<file path="src/hmf_pkg.sv">
`default_nettype none

package hmf_pkg;

    localparam logic [7:0] CHAR_CR    = 8'h0D;
    localparam logic [7:0] CHAR_LF    = 8'h0A;
    localparam logic [7:0] CHAR_COLON = 8'h3A;
    localparam logic [7:0] CHAR_SPACE = 8'h20;
    localparam logic [7:0] CHAR_ZERO  = 8'h30;
    localparam logic [7:0] CHAR_NINE  = 8'h39;
    localparam logic [7:0] CHAR_UPPER_A = 8'h41;
    localparam logic [7:0] CHAR_UPPER_Z = 8'h5A;
    localparam logic [7:0] CASE_OFFSET  = 8'h20;

    localparam int KEY_IDX_BITS = 4;
    localparam logic [KEY_IDX_BITS-1:0] KEY_LEN = 4'd14;

    typedef enum logic [1:0] {
        KIND_HEADER     = 2'd0,
        KIND_HEADER_END = 2'd1,
        KIND_BODY       = 2'd2,
        KIND_SURPLUS    = 2'd3
    } t_kind;

    typedef struct packed {
        logic [7:0] data;
        logic [7:0] lower;
        logic       is_cr;
        logic       is_lf;
        logic       is_colon;
        logic       is_space;
        logic       is_digit;
        logic [3:0] digit;
    } t_class;

    typedef struct packed {
        logic [7:0]  out_byte;
        t_kind       byte_kind;
        logic        header_done;
        logic        message_done;
        logic        error_code;
        logic        length_present;
        logic [31:0] content_length;
    } t_result;

    // Lower-case "content-length", one character per index.
    function automatic logic [7:0] hmf_key_char(input logic [KEY_IDX_BITS-1:0] idx);
        logic [7:0] ch;
        case (idx)
            4'd0:    ch = 8'h63; // c
            4'd1:    ch = 8'h6F; // o
            4'd2:    ch = 8'h6E; // n
            4'd3:    ch = 8'h74; // t
            4'd4:    ch = 8'h65; // e
            4'd5:    ch = 8'h6E; // n
            4'd6:    ch = 8'h74; // t
            4'd7:    ch = 8'h2D; // -
            4'd8:    ch = 8'h6C; // l
            4'd9:    ch = 8'h65; // e
            4'd10:   ch = 8'h6E; // n
            4'd11:   ch = 8'h67; // g
            4'd12:   ch = 8'h74; // t
            4'd13:   ch = 8'h68; // h
            default: ch = 8'h00;
        endcase
        return ch;
    endfunction

    function automatic t_class hmf_classify(input logic [7:0] b);
        t_class c;
        c.data     = b;
        c.lower    = (b >= CHAR_UPPER_A && b <= CHAR_UPPER_Z) ? b + CASE_OFFSET : b;
        c.is_cr    = (b == CHAR_CR);
        c.is_lf    = (b == CHAR_LF);
        c.is_colon = (b == CHAR_COLON);
        c.is_space = (b == CHAR_SPACE);
        c.is_digit = (b >= CHAR_ZERO && b <= CHAR_NINE);
        c.digit    = b[3:0];
        return c;
    endfunction

endpackage

`default_nettype wire

</file>
<file path="src/hmf_fifo.sv">
`default_nettype none

module hmf_fifo #(
    parameter int WIDTH = 8,
    parameter int DEPTH = 2
) (
    input  wire logic             i_clk,
    input  wire logic             i_rst_n,
    input  wire logic             i_push,
    input  wire logic [WIDTH-1:0] i_data,
    output logic                  o_full,
    input  wire logic             i_pop,
    output logic                  o_empty,
    output logic [WIDTH-1:0]      o_data
);

    localparam int PtrBits   = (DEPTH > 1) ? $clog2(DEPTH) : 1;
    localparam int CountBits = $clog2(DEPTH + 1);
    localparam logic [PtrBits-1:0]   LastIdx  = PtrBits'(DEPTH - 1);
    localparam logic [CountBits-1:0] FullCnt  = CountBits'(DEPTH);

    logic [WIDTH-1:0]     r_mem [DEPTH];
    logic [PtrBits-1:0]   r_wr_ptr, n_wr_ptr;
    logic [PtrBits-1:0]   r_rd_ptr, n_rd_ptr;
    logic [CountBits-1:0] r_count, n_count;
    logic                 do_push;
    logic                 do_pop;

    assign o_full  = (r_count == FullCnt);
    assign o_empty = (r_count == '0);
    assign o_data  = r_mem[r_rd_ptr];

    assign do_push = i_push && !o_full;
    assign do_pop  = i_pop && !o_empty;

    always_comb begin
        n_wr_ptr = r_wr_ptr;
        n_rd_ptr = r_rd_ptr;
        n_count  = r_count;
        if (do_push) begin
            n_wr_ptr = (r_wr_ptr == LastIdx) ? '0 : r_wr_ptr + 1'b1;
        end
        if (do_pop) begin
            n_rd_ptr = (r_rd_ptr == LastIdx) ? '0 : r_rd_ptr + 1'b1;
        end
        if (do_push && !do_pop) begin
            n_count = r_count + 1'b1;
        end else if (do_pop && !do_push) begin
            n_count = r_count - 1'b1;
        end
    end

    always_ff @(posedge i_clk) begin
        if (!i_rst_n) begin
            r_wr_ptr <= '0;
            r_rd_ptr <= '0;
            r_count  <= '0;
        end else begin
            r_wr_ptr <= n_wr_ptr;
            r_rd_ptr <= n_rd_ptr;
            r_count  <= n_count;
        end
    end

    always_ff @(posedge i_clk) begin
        if (do_push) begin
            r_mem[r_wr_ptr] <= i_data;
        end
    end

endmodule

`default_nettype wire

</file>
<file path="src/hmf_front.sv">
`default_nettype none

module hmf_front #(
    parameter int QUEUE_DEPTH = 2
) (
    input  wire logic            i_clk,
    input  wire logic            i_rst_n,
    input  wire logic            i_push,
    input  wire logic [7:0]      i_in_byte,
    output logic                 o_full,
    input  wire logic            i_take,
    output logic                 o_item_valid,
    output hmf_pkg::t_class      o_item
);

    import hmf_pkg::*;

    t_class                    item_class;
    logic [$bits(t_class)-1:0] q_data;
    logic                      q_empty;

    assign item_class = hmf_classify(i_in_byte);

    hmf_fifo #(
        .WIDTH ($bits(t_class)),
        .DEPTH (QUEUE_DEPTH)
    ) u_queue (
        .i_clk   (i_clk),
        .i_rst_n (i_rst_n),
        .i_push  (i_push),
        .i_data  (item_class),
        .o_full  (o_full),
        .i_pop   (i_take),
        .o_empty (q_empty),
        .o_data  (q_data)
    );

    assign o_item_valid = !q_empty;
    assign o_item       = t_class'(q_data);

endmodule

`default_nettype wire

</file>
<file path="src/hmf_back.sv">
`default_nettype none

module hmf_back #(
    parameter int LENGTH_BITS = 32,
    parameter int QUEUE_DEPTH = 2
) (
    input  wire logic            i_clk,
    input  wire logic            i_rst_n,
    input  wire logic            i_item_valid,
    input  wire hmf_pkg::t_class i_item,
    output logic                 o_take,
    input  wire logic            i_pop,
    output logic                 o_empty,
    output hmf_pkg::t_result     o_result
);

    import hmf_pkg::*;

    localparam int WideBits = LENGTH_BITS + 4;
    localparam t_class CrClass = hmf_classify(CHAR_CR);

    typedef enum logic [1:0] {
        PH_HEADER = 2'd0,
        PH_BODY   = 2'd1,
        PH_DONE   = 2'd2,
        PH_ERROR  = 2'd3
    } t_phase;

    typedef enum logic [1:0] {
        PART_NAME   = 2'd0,
        PART_SPACE  = 2'd1,
        PART_DIGITS = 2'd2,
        PART_IGNORE = 2'd3
    } t_part;

    typedef struct packed {
        logic                    has_bytes;
        t_part                   part;
        logic [KEY_IDX_BITS-1:0] idx;
        logic                    mismatch;
        logic                    found;
        logic [LENGTH_BITS-1:0]  acc;
        logic                    valid;
    } t_line;

    // Advance the line parser by one byte that is not part of the line end.
    function automatic t_line line_byte(input t_line s, input logic first_seen,
                                        input t_class c);
        t_line               r;
        logic [WideBits-1:0] base;
        logic [WideBits-1:0] wide;
        r = s;
        r.has_bytes = 1'b1;
        base = (s.part == PART_SPACE) ? '0 : {4'b0, s.acc};
        wide = (base << 3) + (base << 1) + {{(WideBits-4){1'b0}}, c.digit};
        if (first_seen) begin
            case (s.part)
                PART_NAME: begin
                    if (s.found) begin
                        r.part = PART_IGNORE;
                    end else if (c.is_colon) begin
                        if (!s.mismatch && s.idx == KEY_LEN) begin
                            r.found = 1'b1;
                            r.acc   = '0;
                            r.valid = 1'b0;
                            r.part  = PART_SPACE;
                        end else begin
                            r.part = PART_IGNORE;
                        end
                    end else if (s.idx < KEY_LEN && c.lower == hmf_key_char(s.idx)) begin
                        r.idx = s.idx + 1'b1;
                    end else begin
                        r.mismatch = 1'b1;
                    end
                end
                PART_SPACE, PART_DIGITS: begin
                    if (!(c.is_space && s.part == PART_SPACE)) begin
                        if (c.is_digit && wide[WideBits-1 -: 4] == 4'd0) begin
                            r.acc   = wide[LENGTH_BITS-1:0];
                            r.valid = 1'b1;
                            r.part  = PART_DIGITS;
                        end else begin
                            // Drop the value on a bad character or on overflow.
                            r.acc   = '0;
                            r.valid = 1'b0;
                            r.part  = PART_IGNORE;
                        end
                    end
                end
                default: begin
                end
            endcase
        end
        return r;
    endfunction

    t_phase                 r_phase, n_phase;
    logic                   r_cr, n_cr;
    logic                   r_first, n_first;
    t_line                  r_line, n_line;
    logic [LENGTH_BITS-1:0] r_count, n_count;

    t_line                   line_a;
    t_kind                   kind;
    logic                    hdone;
    logic                    mdone;
    logic                    out_full;
    logic [LENGTH_BITS+31:0] acc_ext;
    t_result                 result;
    logic [$bits(t_result)-1:0] out_data;

    assign o_take = i_item_valid && !out_full;

    always_comb begin
        n_phase = r_phase;
        n_cr    = r_cr;
        n_first = r_first;
        n_line  = r_line;
        n_count = r_count;
        line_a  = r_line;
        kind    = KIND_HEADER;
        hdone   = 1'b0;
        mdone   = 1'b0;
        case (r_phase)
            PH_HEADER: begin
                if (r_cr && i_item.is_lf) begin
                    n_cr = 1'b0;
                    if (!r_line.has_bytes) begin
                        kind  = KIND_HEADER_END;
                        hdone = 1'b1;
                        if (!r_line.found) begin
                            mdone   = 1'b1;
                            n_phase = PH_DONE;
                        end else if (!r_line.valid) begin
                            n_phase = PH_ERROR;
                        end else if (r_line.acc == '0) begin
                            mdone   = 1'b1;
                            n_phase = PH_DONE;
                        end else begin
                            n_count = '0;
                            n_phase = PH_BODY;
                        end
                    end else begin
                        n_first = 1'b1;
                    end
                    n_line.has_bytes = 1'b0;
                    n_line.part      = PART_NAME;
                    n_line.idx       = '0;
                    n_line.mismatch  = 1'b0;
                end else begin
                    // A held CR not followed by LF belongs to the line.
                    if (r_cr) begin
                        line_a = line_byte(r_line, r_first, CrClass);
                    end
                    if (i_item.is_cr) begin
                        n_cr   = 1'b1;
                        n_line = line_a;
                    end else begin
                        n_cr   = 1'b0;
                        n_line = line_byte(line_a, r_first, i_item);
                    end
                end
            end
            PH_BODY: begin
                kind    = KIND_BODY;
                n_count = r_count + 1'b1;
                if (n_count == r_line.acc) begin
                    mdone   = 1'b1;
                    n_phase = PH_DONE;
                end
            end
            default: begin
                kind = KIND_SURPLUS;
            end
        endcase
    end

    assign acc_ext = {32'b0, n_line.acc};

    always_comb begin
        result.out_byte       = i_item.data;
        result.byte_kind      = kind;
        result.header_done    = hdone;
        result.message_done   = mdone;
        result.error_code     = (n_phase == PH_ERROR);
        result.length_present = n_line.found;
        result.content_length = n_line.valid ? acc_ext[31:0] : 32'd0;
    end

    always_ff @(posedge i_clk) begin
        if (!i_rst_n) begin
            r_phase <= PH_HEADER;
            r_cr    <= 1'b0;
            r_first <= 1'b0;
            r_line  <= '{has_bytes: 1'b0, part: PART_NAME, idx: '0, mismatch: 1'b0,
                         found: 1'b0, acc: '0, valid: 1'b0};
            r_count <= '0;
        end else if (o_take) begin
            r_phase <= n_phase;
            r_cr    <= n_cr;
            r_first <= n_first;
            r_line  <= n_line;
            r_count <= n_count;
        end
    end

    hmf_fifo #(
        .WIDTH ($bits(t_result)),
        .DEPTH (QUEUE_DEPTH)
    ) u_out_queue (
        .i_clk   (i_clk),
        .i_rst_n (i_rst_n),
        .i_push  (o_take),
        .i_data  (result),
        .o_full  (out_full),
        .i_pop   (i_pop),
        .o_empty (o_empty),
        .o_data  (out_data)
    );

    assign o_result = t_result'(out_data);

endmodule

`default_nettype wire

</file>
<file path="src/http_message_framer_top.sv">
// Each byte's result is formed combinationally and enters the result queue as the byte is taken.
// Throughput: one byte per cycle, set by the parser step in the back end, while the result queue has room.
// The input queue and the result queue each hold QUEUE_DEPTH items.
// Reset is synchronous and active low; it empties both queues and returns the parser
// to the start of a header. No clearing pass is needed.
`default_nettype none

module http_message_framer_top #(
    parameter int LENGTH_BITS = 32,
    parameter int QUEUE_DEPTH = 2
) (
    input  wire logic        i_clk,
    input  wire logic        i_rst_n,
    input  wire logic        push,
    output logic             full,
    input  wire logic [7:0]  i_in_byte,
    input  wire logic        i_last_of_chunk,
    input  wire logic        pop,
    output logic             empty,
    output logic [7:0]       o_out_byte,
    output logic [1:0]       o_byte_kind,
    output logic             o_header_done,
    output logic             o_message_done,
    output logic             o_error_code,
    output logic             o_length_present,
    output logic [31:0]      o_content_length
);

    import hmf_pkg::*;

    t_class  item;
    logic    item_valid;
    logic    take;
    t_result result;

    hmf_front #(
        .QUEUE_DEPTH (QUEUE_DEPTH)
    ) u_front (
        .i_clk        (i_clk),
        .i_rst_n      (i_rst_n),
        .i_push       (push),
        .i_in_byte    (i_in_byte),
        .o_full       (full),
        .i_take       (take),
        .o_item_valid (item_valid),
        .o_item       (item)
    );

    hmf_back #(
        .LENGTH_BITS (LENGTH_BITS),
        .QUEUE_DEPTH (QUEUE_DEPTH)
    ) u_back (
        .i_clk        (i_clk),
        .i_rst_n      (i_rst_n),
        .i_item_valid (item_valid),
        .i_item       (item),
        .o_take       (take),
        .i_pop        (pop),
        .o_empty      (empty),
        .o_result     (result)
    );

    assign o_out_byte       = result.out_byte;
    assign o_byte_kind      = result.byte_kind;
    assign o_header_done    = result.header_done;
    assign o_message_done   = result.message_done;
    assign o_error_code     = result.error_code;
    assign o_length_present = result.length_present;
    assign o_content_length = result.content_length;

endmodule

`default_nettype wire

</file>
<file path="config.mk">
export PLATFORM = sky130hd
export DESIGN_NAME = http_message_framer_top
export DESIGN_NICKNAME = d
export VERILOG_FILES = /design/src/hmf_pkg.sv /design/src/hmf_fifo.sv /design/src/hmf_front.sv /design/src/hmf_back.sv /design/src/http_message_framer_top.sv
export SDC_FILE = /design/constraint.sdc
export NUM_CORES = 1
export LEC_CHECK = 0
export ABC_CLOCK_PERIOD_IN_PS = 14300
export BUFFER_PORTS_ARGS = -buffer_cell sky130_fd_sc_hd__clkbuf_2
export CAP_MARGIN = 40
export CORE_ASPECT_RATIO = 1.25
export CORE_MARGIN = 5
export CORE_UTILIZATION = 40
export CTS_CLUSTER_SIZE = 10
export DETAILED_ROUTE_END_ITERATION = 10
export PLACE_DENSITY_LB_ADDON = 0.1
export SLEW_MARGIN = 10
export SYNTH_ARGS = -nofsm -noshare
export SYNTH_HDL_FRONTEND = slang
export SYNTH_HIERARCHICAL = 1
export SYNTH_SLANG_ARGS = --single-unit
</file>
<file path="constraint.sdc">
create_clock -name i_clk -period 14.3 [get_ports i_clk]
set_input_delay 0 -clock i_clk [delete_from_list [all_inputs] [get_ports i_clk]]
set_output_delay 0 -clock i_clk [all_outputs]
set_load 0.05 [all_outputs]
</file>
# Word-level counts from Yosys, hierarchy flattened
# Memory sizes are Yosys's and may differ from the RTL's. A register that Yosys moved wholly into a read port is not among the register bits.
# Index checks and enable logic that the tools add are counted.
# totals
mem_bits_ro,224
elab_cells,200
ff_bits,86
in_bits,13
out_inout_bits,48
mem_bits_rw,142
n_memories,4
# classes
eq_ne,22
n_lt_le_gt_ge,6
mux,95
n_addsub,14
reduce_logical,42
# mem_list
name,words,width,rd,rd_ports_with_merged_regs,wr,line,source
(no name shown),16,7,1,1,0,hmf_pkg.sv:49,case (idx)
(no name shown),16,7,1,0,0,hmf_pkg.sv:49,
u_back.u_out_queue.r_mem,2,46,1,1,1,hmf_fifo.sv:22,logic [WIDTH-1:0] r_mem [DEPTH];
u_front.u_queue.r_mem,2,25,1,1,1,hmf_fifo.sv:22,
# ops
op,count
2-to-1 mux 32 bit,7
2-to-1 mux 42 bit,4
2-to-1 mux 34 bit,4
2-to-1 mux 33 bit,4
2-to-1 mux 8 bit,15
case mux 33 bit (2 select lines),1
case mux 32 bit (2 select lines),1
2-to-1 mux 41 bit,1
2-to-1 mux 39 bit,1
adder 36 bit,1
adder 36 x 4 -> 36 bit,1
"adder 32 x 1 -> 32 bit, second input constant",1
== test 32 bit,1
zero test 32 bit,1
2-to-1 mux 2 bit,16
2-to-1 mux 1 bit,27
logical AND 1 bit,17
"== test 8 x 4 -> 1 bit, second input constant",2
"== test 8 x 6 -> 1 bit, second input constant",2
2-to-1 mux 4 bit,4
case mux 2 bit (2 select lines),4
2-to-1 mux 5 bit,3
"== test 2 bit, second input constant",5
zero test 2 bit,5
other kinds (28),51

# Longest topological paths before layout
# Gate-level depths: netlist of the first run.
# An unclocked memory read counts as a cell.
# depth
ltp_word,34
mapped_depth,26
mapped_depth_nobuf,24

# By module
# The synthesis of the first run kept the hierarchy.
# modules_own_cells
module,n_inst,cells_each,seq_area_each_um2,area_per_inst_um2
hmf_back,1,1276,1701.6,8988.6
hmf_fifo at u_back.u_out_queue,1,168,2862.7,3549.7
hmf_fifo at u_front.u_queue,1,103,1601.5,2037.0
hmf_front,1,32,0.0,197.7

# Worst setup path before layout of the first run
# Ideal clock, no wire load.
# synth_path
path_kind,reg-to-reg
start,reg u_back/r_line[39] (netlist name)
end,mem u_back/u_out_queue/r_mem[0][20] (netlist name) (data pin)
stages_incl_launch_ff,25
slack_ns,8.199
n_path_buf,2
setup_time_ns,0.157
arrival_time_ns,5.944
cell_sequence,dfxtp_1 inv_1 ha_1 or4_1 o21ai_0 inv_1 ha_1 a31oi_1 clkbuf_1 and2_1 ha_1 ha_1 fa_1 a21o_1 a21o_1 a2111oi_0 nor3_1 o211ai_1 a2111oi_0 o21ai_0 a21oi_1 nor3_2 buf_2 or3b_2 a21oi_1
# synth_rtl
element,line,source
from (decl),hmf_back.sv:100,"t_line r_line, n_line;"
from (signal assigned),hmf_back.sv:195,"r_line <= '{has_bytes: 1'b0, part: PART_NAME, idx: '0, mismatch: 1'b0,"
from (signal assigned),hmf_back.sv:202,r_line <= n_line;
to (decl),hmf_fifo.sv:22,

==> results of run 1 <==
-- cell type report --
type                            count  area, µm²
Clock buffer                       48        818
Clock inverter                      5       40.0
Fill cell                        3577      19800
Inverter                           43        161
Multi-Input combinational cell   1220       8160
Sequential cell                   237       6170
Tap cell                          480        601
Timing Repair Buffer               94        613
-- placed cells by master (no fill, tap or decap), drive strengths merged, types with 6 or more instances in the layout --
master,Yosys,final
xnor2,55,55
or3,8,8
dfxtp,95,95
nor3b,8,8
clkbuf,59,107
nor4,16,16
o22ai,9,9
edfxtp,142,142
nand2b,29,29
o211ai,9,9
a22oi,6,6
mux2i,11,11
a21oi,126,126
ha,86,86
and3,21,21
a31oi,20,20
and2,45,45
a32oi,8,8
nand3b,9,9
nand3,35,35
nand2,139,139
xor2,29,29
a21o,32,32
o21ai,134,134
nor2,148,148
nand4,29,29
o21a,10,10
inv,42,43
buf,20,22
nor3,42,42
dlygate4sd3,0,13
mux2,73,73
-- power by group through the flow --
stage | sequential, W | clock (W) | combinational, W
finish | 0.000894 | 0.000676 | 0.000832
global route | 0.000906 | 0.000728 | 0.000888
CTS | 0.000896 | 0.000699 | 0.000846
global placement | 0.000904 | 0 | 0.000834
detailed placement | 0.000909 | 0 | 0.000840
floorplan | 0.000900 | 0 | 0.000633
-- flip-flops by register name (all words and copies together) (netlist names), named ones only --
signal and count:
u_back/r_count 32, u_back/r_cr 1, u_back/r_phase 2, u_back/u_out_queue/r_wr_ptr 1
u_front/u_queue/r_mem 50, u_front/u_queue/r_count 2, u_front/u_queue/r_rd_ptr 1, u_back/u_out_queue/r_count 2
u_back/r_line 42, u_back/u_out_queue/r_rd_ptr 1, u_front/u_queue/r_wr_ptr 1, u_back/r_first 1
u_back/u_out_queue/r_mem 92
-- kinds of logic (layout without fill, tap and decap cells) --
family / count (synthesis) / after routing / synth area share (%)
compound gates: 406 / 406 / 16.5
xor+xnor: 84 / 84 / 5.21
fa+ha+maj: 87 / 87 / 7.42
buf+inv: 122 / 190 / 3.35
flops: 237 / 237 / 41.7
mux: 84 / 84 / 6.31
simple gates: 559 / 559 / 19.5
-- per-stage QoR --
step           cells  setup slack (ns)
6_report        2127              6.70
2_1_floorplan   1579              8.20
3_5_place_dp    2061              6.83
5_1_grt         2127              6.24
3_3_place_gp    2058              6.94
4_1_cts         2127              6.79
-- routing by layer --
layer  track usage, %  part of all wire (%)  vias up
met5                0                     0        -
met4             5.30                   2.5        0
met3             2.54                   4.2       69
met2             37.0                    52      271
met1             23.9                    41     5789
li1                 -                     -     5871
-- path summary, 6_finish.rpt --
path / from / end / slack [ns] / cells past startpoint
worst max-delay path: u_back/r_line[39] / u_back/u_out_queue/r_mem[1][7] / 6.70 / 24
worst min-delay path: i_in_byte[7] / u_front/u_queue/r_mem[0][24] / 0.25 / 2
worst max register to register: u_back/r_line[39] / u_back/u_out_queue/r_mem[1][7] / 6.70 / 24
worst min register to register: u_back/r_line[40] / u_back/r_line[40] / 0.50 / 2
-- timing repair --
action | in CTS | in global routing
hold endpoints to repair | 71 | 0
gates resized for setup | 0 | 0
hold buffers | 13 | 0
==> metrics, run 1 <==
status=finished, final reports clean; most numerous cell in the Yosys netlist=nor2_1; RSZ-0062 raised after global routing=no; area grow syn2layout=12.1%; setup_tns=0 ns; Final Cycle Share=53.2%; Peak supply drop=around 0.13 mV; CTS Buf Count=29; hold_ws=0.250 ns; clock skew=~0.018 ns; DP Area=15600 µm²; design area=16600 µm²; Diodes inserted=0; clock sink count=roughly 240; Synth area leader=edfxtp_1; Worst path most repeated cell=ha_1; worst rel slew slack=roughly two fifths; synth top area cells=edfxtp_1, dfxtp_1, ha_1; largest net degree at the start of global routing=between 50 and 60; post-DP HPWL=28900 µm; Clk pin slew, worst setup/hold paths=0.06 ns; Final Setup Violations=0; CTS tree=built; share of layout cells above drive strength 1=between 10 and 15%; Port Buffers=59; row count=between 70 and 80; Die Area=between 40000 and 50000 µm²; GR Overflow Total=0; CORE AREA=approximately 36000 µm²; Post-Synthesis Cell Area=14800 µm²; Yosys warnings=6; max incr delay on CP=0.66 ns; Die X=about 180 µm; top-area cell type share of the netlist area=just under 30%; final critical-path required period=around 7.6 ns; Worst path top cell family by delay=compound AO/OA/AOI/OAI gates; Worst-Margin Slew=roughly 0.9 ns; DRC violations left=0; worst-path fanout max=48; Clock power frac=28.2%; drt wl/cell=19.3 µm; H-Tree Depth=1; worst path bufs/invs=4; Bufs on Longest Clock Path=3; Mapped Nets=1679; share of power burned in registers=between 30% and 40%; DR pass1 iterations=5; Internal=about 0.0015 W; Distinct cells, synth=86; IO Count=just over 60; slowest library cell on the worst path=a2111oi_0; flops & latches, synth=237; sequential fraction of the synthesis area=roughly two fifths; vias in the first global route=about 12000; Final Hold Fails=0; Starting Density=roughly two fifths; NetSw=around 0.0009 W; CP required=about 15 ns; synthesized area per cell=between 9 and 10 µm²; Leak Pwr=a little over 6 nW; first-pass GRT wire length=between 60000 and 70000 µm; Via-to-Cell Ratio=~5.6; cell area power density=145 nW/µm²; Starting DRT DRC Count=between 700 and 800; Post-synth ARST share=0%; Final #Nets=around 1700; Final Max Tran Viols=0; Primary FF master, synth=edfxtp_1; crit path capture type=flop; Antenna Nets Post-Route=0; Post-synth EDFFs=142; Power, Total=~0.0024 W; Vias=12000; Setup Crit Path Kind=flop to flop; DIE HEIGHT=roughly 220 µm; Final Util=about 45%; Root Buffer=clkbuf_16; Clock Latency Late Sink=0.58 ns; Post-Route WL=~41000 µm; crit-path cells=inv_1, ha_1, or4_1, o21ai_0, inv_1, ha_1, a31oi_2, buf_4, nand2_1, xnor2_1, ha_1, fa_1, a21o_1, a21o_1, a2111oi_0, nor3_1, o211ai_1, a2111oi_0, o21ai_0, a21oi_1, nor3_4, buf_4, a31oi_1, a21oi_1; combinational share of power=34.6%; Worst Setup Start Kind=flop; Post-synth top cells=nor2_1, edfxtp_1, nand2_1; Hold Path Class=primary input to flop; CP arrival=approximately 8.0 ns; postcts setup bufs=0; antenna violations before repair=0; Max Cap Viol=0; gpl congestion=about 0.86; global-route usage over all layers=between 10% and 20%; cells after synthesis=about 1600; sw frac=just under 40%; Max Freq=about 0.13 GHz
Power figures use the tool's default switching activity.
==> run 2: changes to the inputs <==
--- a/config.mk
+++ b/config.mk
@@ -5,7 +5,8 @@
 export SDC_FILE = /design/constraint.sdc
 export NUM_CORES = 1
 export LEC_CHECK = 0
-export ABC_CLOCK_PERIOD_IN_PS = 14300
+export ABC_AREA = 1
+export ABC_CLOCK_PERIOD_IN_PS = 7390
 export BUFFER_PORTS_ARGS = -buffer_cell sky130_fd_sc_hd__clkbuf_2
 export CAP_MARGIN = 40
 export CORE_ASPECT_RATIO = 1.25
==> constraint.sdc (replaced) <==
create_clock -name i_clk -period 7.39 [get_ports i_clk]
set_input_delay 0 -clock i_clk [delete_from_list [all_inputs] [get_ports i_clk]]
set_output_delay 0 -clock i_clk [all_outputs]
set_load 0.05 [all_outputs]
==> run 2 against run 1 <==
  * Maximum frequency is 26% higher
  * Worst hold slack better by 0.0083 ns
  * Global-route usage is 1.0 points lower
  * Wire length is 4.2% higher
  * Setup slack worse by 5.3 ns
  * Largest cell class unchanged
==> metrics, run 2 <==
met2 WL=between 20000 and 25000 µm; WHS Path Cells=2; worst rel slew slack=between 50% and 60%; DRT met1 WL=roughly 18000 µm; setup_tns=0 ns; Distinct cells, synth=just under 60; CP required=7.71 ns; PostCTS Resize Cnt=0; worst setup path start=u_back/r_line[39]; worst-path fanout max=32; Yosys warnings=6; Final Util=around 45%; crit path capture type=flop; Post-synth top cells=nand2_1, a21oi_1, inv_1; met3 routed WL=1460 µm; Final Cycle Share=81.5%; Post-synth ARST share=0%; Max Cap Viol=0; top-area cell type share of the netlist area=approximately a quarter; CTS tree=built; Worst-Margin Slew=roughly 0.74 ns; share of layout cells above drive strength 1=between 10 and 15%; Worst Min Path Start=i_in_byte[7]; GR Overflow Total=0; first-pass GRT wire length=slightly below 70000 µm; IO Count=about 60; final critical-path required period=approximately 6 ns; Max Freq=0.166 GHz; Final Setup Violations=0; status=finished, final reports clean; drt wl/cell=between 15 and 20 µm; Peak supply drop=0.234 mV; Diodes inserted=0; Via-to-Cell Ratio=just over 5; row count=82; Post-synth EDFFs=between 100 and 150; Root Buffer=clkbuf_16; Setup Crit Path Kind=flop to flop; gpl congestion=0.889; synth top area cells=edfxtp_1, nand2_1, dfxtp_1; Antenna Nets Post-Route=0; clock skew=about 0.015 ns; Final Max Tran Viols=0; FF-to-FF path depth=27; Leak Pwr=7.58 nW; design area=roughly 18000 µm²; Hold Path Class=primary input to flop; DR pass1 iterations=6; Hold Path Sink=u_front/u_queue/r_mem[0][24]; max incr delay on CP=approximately 0.47 ns; Mapped Nets=~2100; biggest regs=u_back/u_out_queue/r_mem x92, u_front/u_queue/r_mem x50, u_back/r_line x42; RSZ-0062 raised after global routing=no; Synth area leader=edfxtp_1; commonest non-fill, non-tap cell in the layout=nand2_1; Starting Density=between 40% and 50%; vias in the first global route=~13000; antenna violations before repair=0; Primary FF master, synth=edfxtp_1; Bufs on Longest Clock Path=3; Post-Synthesis Cell Area=between 15000 and 20000 µm²; Final #Nets=around 2200; H-Tree Depth=1; global-route usage over all layers=around a fifth; CTS Buf Count=29; Die Area=approximately 45000 µm²; Clock Latency Late Sink=0.56 ns; Starting DRT DRC Count=just under 700; reg2reg setup slack=around 1.4 ns; commonest cells after routing, fill and taps aside=nand2_1, a21oi_1, inv_1; most numerous cell in the Yosys netlist=nand2_1; slowest library cell on the worst path=ha_1; clock sink count=between 200 and 250; DIE HEIGHT=around 230 µm; Clk pin slew, worst setup/hold paths=0.06 ns; DRC violations left=0; CP arrival=approximately 6.4 ns; reg2reg start=u_back/r_line[39]; DP Area=17000 µm²; cell area power density=roughly 320 nW/µm²; Post-Route WL=~43000 µm; area grow syn2layout=10.8%; Final Hold Fails=0; capture point of the worst reg-to-reg path=u_back/u_out_queue/r_mem[0][3]; Top Metal Used=met4; CORE AREA=40000 µm²; Vias=around 14000; largest net degree at the start of global routing=61; Most flops, register=u_back/u_out_queue/r_mem; post-DP HPWL=31100 µm; flops & latches, synth=roughly 240; sequential fraction of the synthesis area=38.1%; Worst Setup Start Kind=flop; max reg flops=92; cells after synthesis=roughly 2000; synthesized area per cell=roughly 8 µm²; Port Buffers=between 50 and 60; Die X=190 µm
[run 2: cell count changes after synthesis, moves of 43 or more]
cell,change
and2_1,-43
nand2_1,+408
mux2_2,-62
nand3_1,+92
a21oi_1,+49
o21ai_0,-73
inv_1,+137
mux2_4,+60
[run 2: where the power goes]
group | internal, W | switching (W) | total, W
clock network | 0.000745 | 0.000548 | 0.00129
registers | 0.00170 | 0.000163 | 0.00187
logic | 0.000780 | 0.00171 | 0.00249
[run 2: cell families after synthesis]
kind of cell	synth area share, %
compound gates	11.1
xor+xnor	4.11
fa+ha+maj	6.78
buf+inv	6.93
flops	38.1
mux	6.34
simple gates	26.6
[run 2: per-stage QoR]
stage          setup slack [ns]  hold WS [ns]  cells  total power (W)
2_1_floorplan              2.84        0.0989   2030          0.00378
3_3_place_gp               1.49         0.277   2539          0.00437
3_5_place_dp               1.38         0.282   2543          0.00440
4_1_cts                    1.34         0.233   2607          0.00573
5_1_grt                   0.837         0.284   2607          0.00602
6_report                   1.36         0.259   2607          0.00565
[run 2: routing by layer]
layer	vias to the layer above	track usage [%]
li1	6917	-
met1	6261	22.3
met2	259	33.7
met3	100	2.00
met4	0	8.79
met5	-	0
[run 2: area by class of cell]
class,instances,area [µm²]
Sequential cell,237,6170
Timing Repair Buffer,92,638
Fill cell,4049,22100
Inverter,189,716
Clock inverter,6,32.5
Tap cell,504,631
Clock buffer,47,813
Multi-Input combinational cell,1532,8920
[run 2: worst max-delay path, delay by kind of cell (launching register included)]
family                   cells  cell delay, ns
adder cells (fa/ha/maj)      5            1.73
AO/OA/AOI/OAI                7            1.46
AND/OR/NAND/NOR             10            1.26
buffers and inverters        4            0.81
flip-flops                   1            0.37
XOR/XNOR                     1            0.15
[run 2: worst max-delay path by stage]
stage,to
2_1_floorplan,u_back/u_out_queue/r_mem[0][1]
3_3_place_gp,u_back/u_out_queue/r_mem[0][3]
3_5_place_dp,u_back/u_out_queue/r_mem[0][3]
4_1_cts,u_back/u_out_queue/r_mem[0][3]
5_1_grt,u_back/u_out_queue/r_mem[0][3]
6_report,u_back/u_out_queue/r_mem[0][3]
[run 2: timing repair]
action | 4_1_cts | 5_1_grt
hold buffers | 11 | 0
buffers inserted | 0 | 0
endpoints found under the hold margin | 56 | 0
==> run 3: changes to the inputs <==
--- a/config.mk
+++ b/config.mk
@@ -6,7 +6,7 @@
 export NUM_CORES = 1
 export LEC_CHECK = 0
 export ABC_AREA = 1
-export ABC_CLOCK_PERIOD_IN_PS = 7390
+export ABC_CLOCK_PERIOD_IN_PS = 5000
 export BUFFER_PORTS_ARGS = -buffer_cell sky130_fd_sc_hd__clkbuf_2
 export CAP_MARGIN = 40
 export CORE_ASPECT_RATIO = 1.25
==> constraint.sdc (replaced) <==
create_clock -name i_clk -period 5 [get_ports i_clk]
set_input_delay 0 -clock i_clk [delete_from_list [all_inputs] [get_ports i_clk]]
set_output_delay 0 -clock i_clk [all_outputs]
set_load 0.05 [all_outputs]
==> run 3 against run 2 <==
  * Clock power increased by 52%
  * Die area unchanged
  * Via count rose by 1.2%
  * Setup slack got worse by 1.0 ns
  * Cell count up 1.7%
  * Register-to-register slack got worse by 1.0 ns
  * Non-clock buffer count increased by 45
  * Clock skew increased by 0.00070 ns
  * First-iteration DRC count grew 4.0%
  * Wire length up 4.7%
  * Cell area up 2.5%
==> metrics, run 3 (same netlist as run 2, synthesis figures left out) <==
DRC violations left=0; Vias=~14000; H-Tree Depth=1; Clk pin slew, worst setup/hold paths=approximately 0.060 ns; largest net degree at the start of global routing=71; Worst-Margin Slew=0.868 ns; Final Max Tran Viols=0; worst-path fanout max=28; DIE HEIGHT=235 µm; Worst path most repeated cell=nand2_1; slowest library cell on the worst path=fa_1; post-DP HPWL=32800 µm; CP arrival=roughly 5 ns; reg2reg setup slack=around 0.33 ns; vias in the first global route=around 14000; gpl congestion=between 0.8 and 0.9; Hold Path Sink=u_front/u_queue/r_mem[1][24]; Leak Pwr=a little under 8 nW; crit path capture type=flop; final critical-path required period=~4.7 ns; Max Cap Viol=0; clock sink count=237; max reg flops=between 90 and 100; biggest regs=u_back/u_out_queue/r_mem x92, u_front/u_queue/r_mem x50, u_back/r_line x42; commonest non-fill, non-tap cell in the layout=nand2_1; CORE AREA=40000 µm²; Hold Path Class=primary input to flop; Via-to-Cell Ratio=5.17; Worst Min Path Start=i_in_byte[7]; Clock Latency Late Sink=0.56 ns; RSZ-0062 raised after global routing=yes; row count=82; Clock power frac=~23%; status=finished, final reports clean; DR pass1 iterations=5; Internal=0.00490 W; Final #Nets=2226; commonest cells after routing, fill and taps aside=nand2_1, inv_1, a21oi_1; combinational share of power=45.3%; clock skew=about 0.015 ns; capture point of the worst reg-to-reg path=u_back/u_out_queue/r_mem[1][3]; Final Hold Fails=0; NetSw=~0.0036 W; Worst Setup Start Kind=flop; cell area power density=around 460 nW/µm²; antenna violations before repair=0; Port Buffers=59; area grow syn2layout=13.5%; Peak supply drop=0.280 mV; first-pass GRT wire length=71000 µm; Starting DRT DRC Count=710; setup_tns=0 ns; Most flops, register=u_back/u_out_queue/r_mem; GR Overflow Total=0; Die Area=about 45000 µm²; Max Freq=about 0.21 GHz; sw frac=a little over two fifths; CTS Buf Count=29; Antenna Nets Post-Route=0; Final Setup Violations=0; reg2reg start=u_back/r_line[39]; WHS Path Cells=2; max incr delay on CP=between 0.4 and 0.5 ns; worst setup path start=u_back/r_line[39]; hold_ws=around 0.27 ns; global-route usage over all layers=19.6%; IO Count=61; CTS tree=built; drt wl/cell=16.9 µm; Die X=between 150 and 200 µm; share of layout cells above drive strength 1=between 10% and 20%; share of power burned in registers=around a third; worst rel slew slack=42.1%; Power, Total=~0.0085 W; CP required=roughly 5.3 ns; Final Cycle Share=93.5%; FF-to-FF path depth=29; Starting Density=between 40% and 50%; Post-Route WL=about 45000 µm; Diodes inserted=0; Bufs on Longest Clock Path=3; Setup Crit Path Kind=flop to flop; Root Buffer=clkbuf_16
==> run 3: metal layers <==
layer	GRT usage, %	routed length (µm)	vias to the layer above
li1	-	-	6999
met1	22.3	18000	6365
met2	36.5	23200	255
met3	2.30	1610	84
met4	8.14	1910	0
met5	0	0	-
==> run 3: final cells by class <==
| type | count | area [µm²] |
|---|---|---|
| flip-flops and latches | 237 | 6170 |
| well taps | 504 | 631 |
| inverters | 189 | 716 |
| multi-input cells | 1532 | 8990 |
| clock inverters | 3 | 17.5 |
| clock buffers | 50 | 856 |
| fillers | 4098 | 21700 |
| repair buffers | 137 | 977 |
==> run 3: timing repair <==
action / in CTS / in global routing
hold endpoints to repair: 57 / 0
resized for setup: 0 / 25
hold buffers: 11 / 0
setup buffers: 0 / 1
endpoints found under the setup margin: 0 / 93
==> run 3: worst max path at each step <==
| stage | to | slack [ns] | cells after the start |
|---|---|---|---|
| 2_1_floorplan | u_back/u_out_queue/r_mem[0][1] | 0.45 | 28 |
| 3_3_place_gp | u_back/u_out_queue/r_mem[0][24] | 0.21 | 30 |
| 3_5_place_dp | u_back/u_out_queue/r_mem[0][23] | 0.14 | 29 |
| 4_1_cts | u_back/u_out_queue/r_mem[1][23] | 0.09 | 29 |
| 5_1_grt | u_back/u_out_queue/r_mem[1][28] | -0.01 | 31 |
| 6_report | u_back/u_out_queue/r_mem[1][3] | 0.33 | 29 |
==> run 3: stage by stage <==
step	cells	area (µm²)	setup WS [ns]	utilization [%]
CTS	2651	18300	0.0887	45.6
detailed placement	2587	17300	0.137	43.2
floorplan	2030	16200	0.450	-
global route	2652	18400	-0.0118	45.9
global placement	2585	17200	0.211	43.1
finish	2652	18400	0.327	45.9
==> run 3: worst max-delay path: cells and delay by family, from the launching register on <==
family                   cells  cell delay (ns)
AO/OA/AOI/OAI                7             0.99
buffers and inverters        6             0.65
adder cells (fa/ha/maj)      4             1.25
XOR/XNOR                     2             0.31
flip-flops                   1             0.33
AND/OR/NAND/NOR             10             0.85
==> run 3: power by group through the flow <==
| stage | sequential [W] | clock, W | combinational, W |
|---|---|---|---|
| 3_3_place_gp | 0.00278 | 0 | 0.00381 |
| 6_report | 0.00271 | 0.00196 | 0.00386 |
| 5_1_grt | 0.00275 | 0.00210 | 0.00421 |
| 4_1_cts | 0.00272 | 0.00203 | 0.00390 |
| 2_1_floorplan | 0.00270 | 0 | 0.00289 |
| 3_5_place_dp | 0.00276 | 0 | 0.00388 |
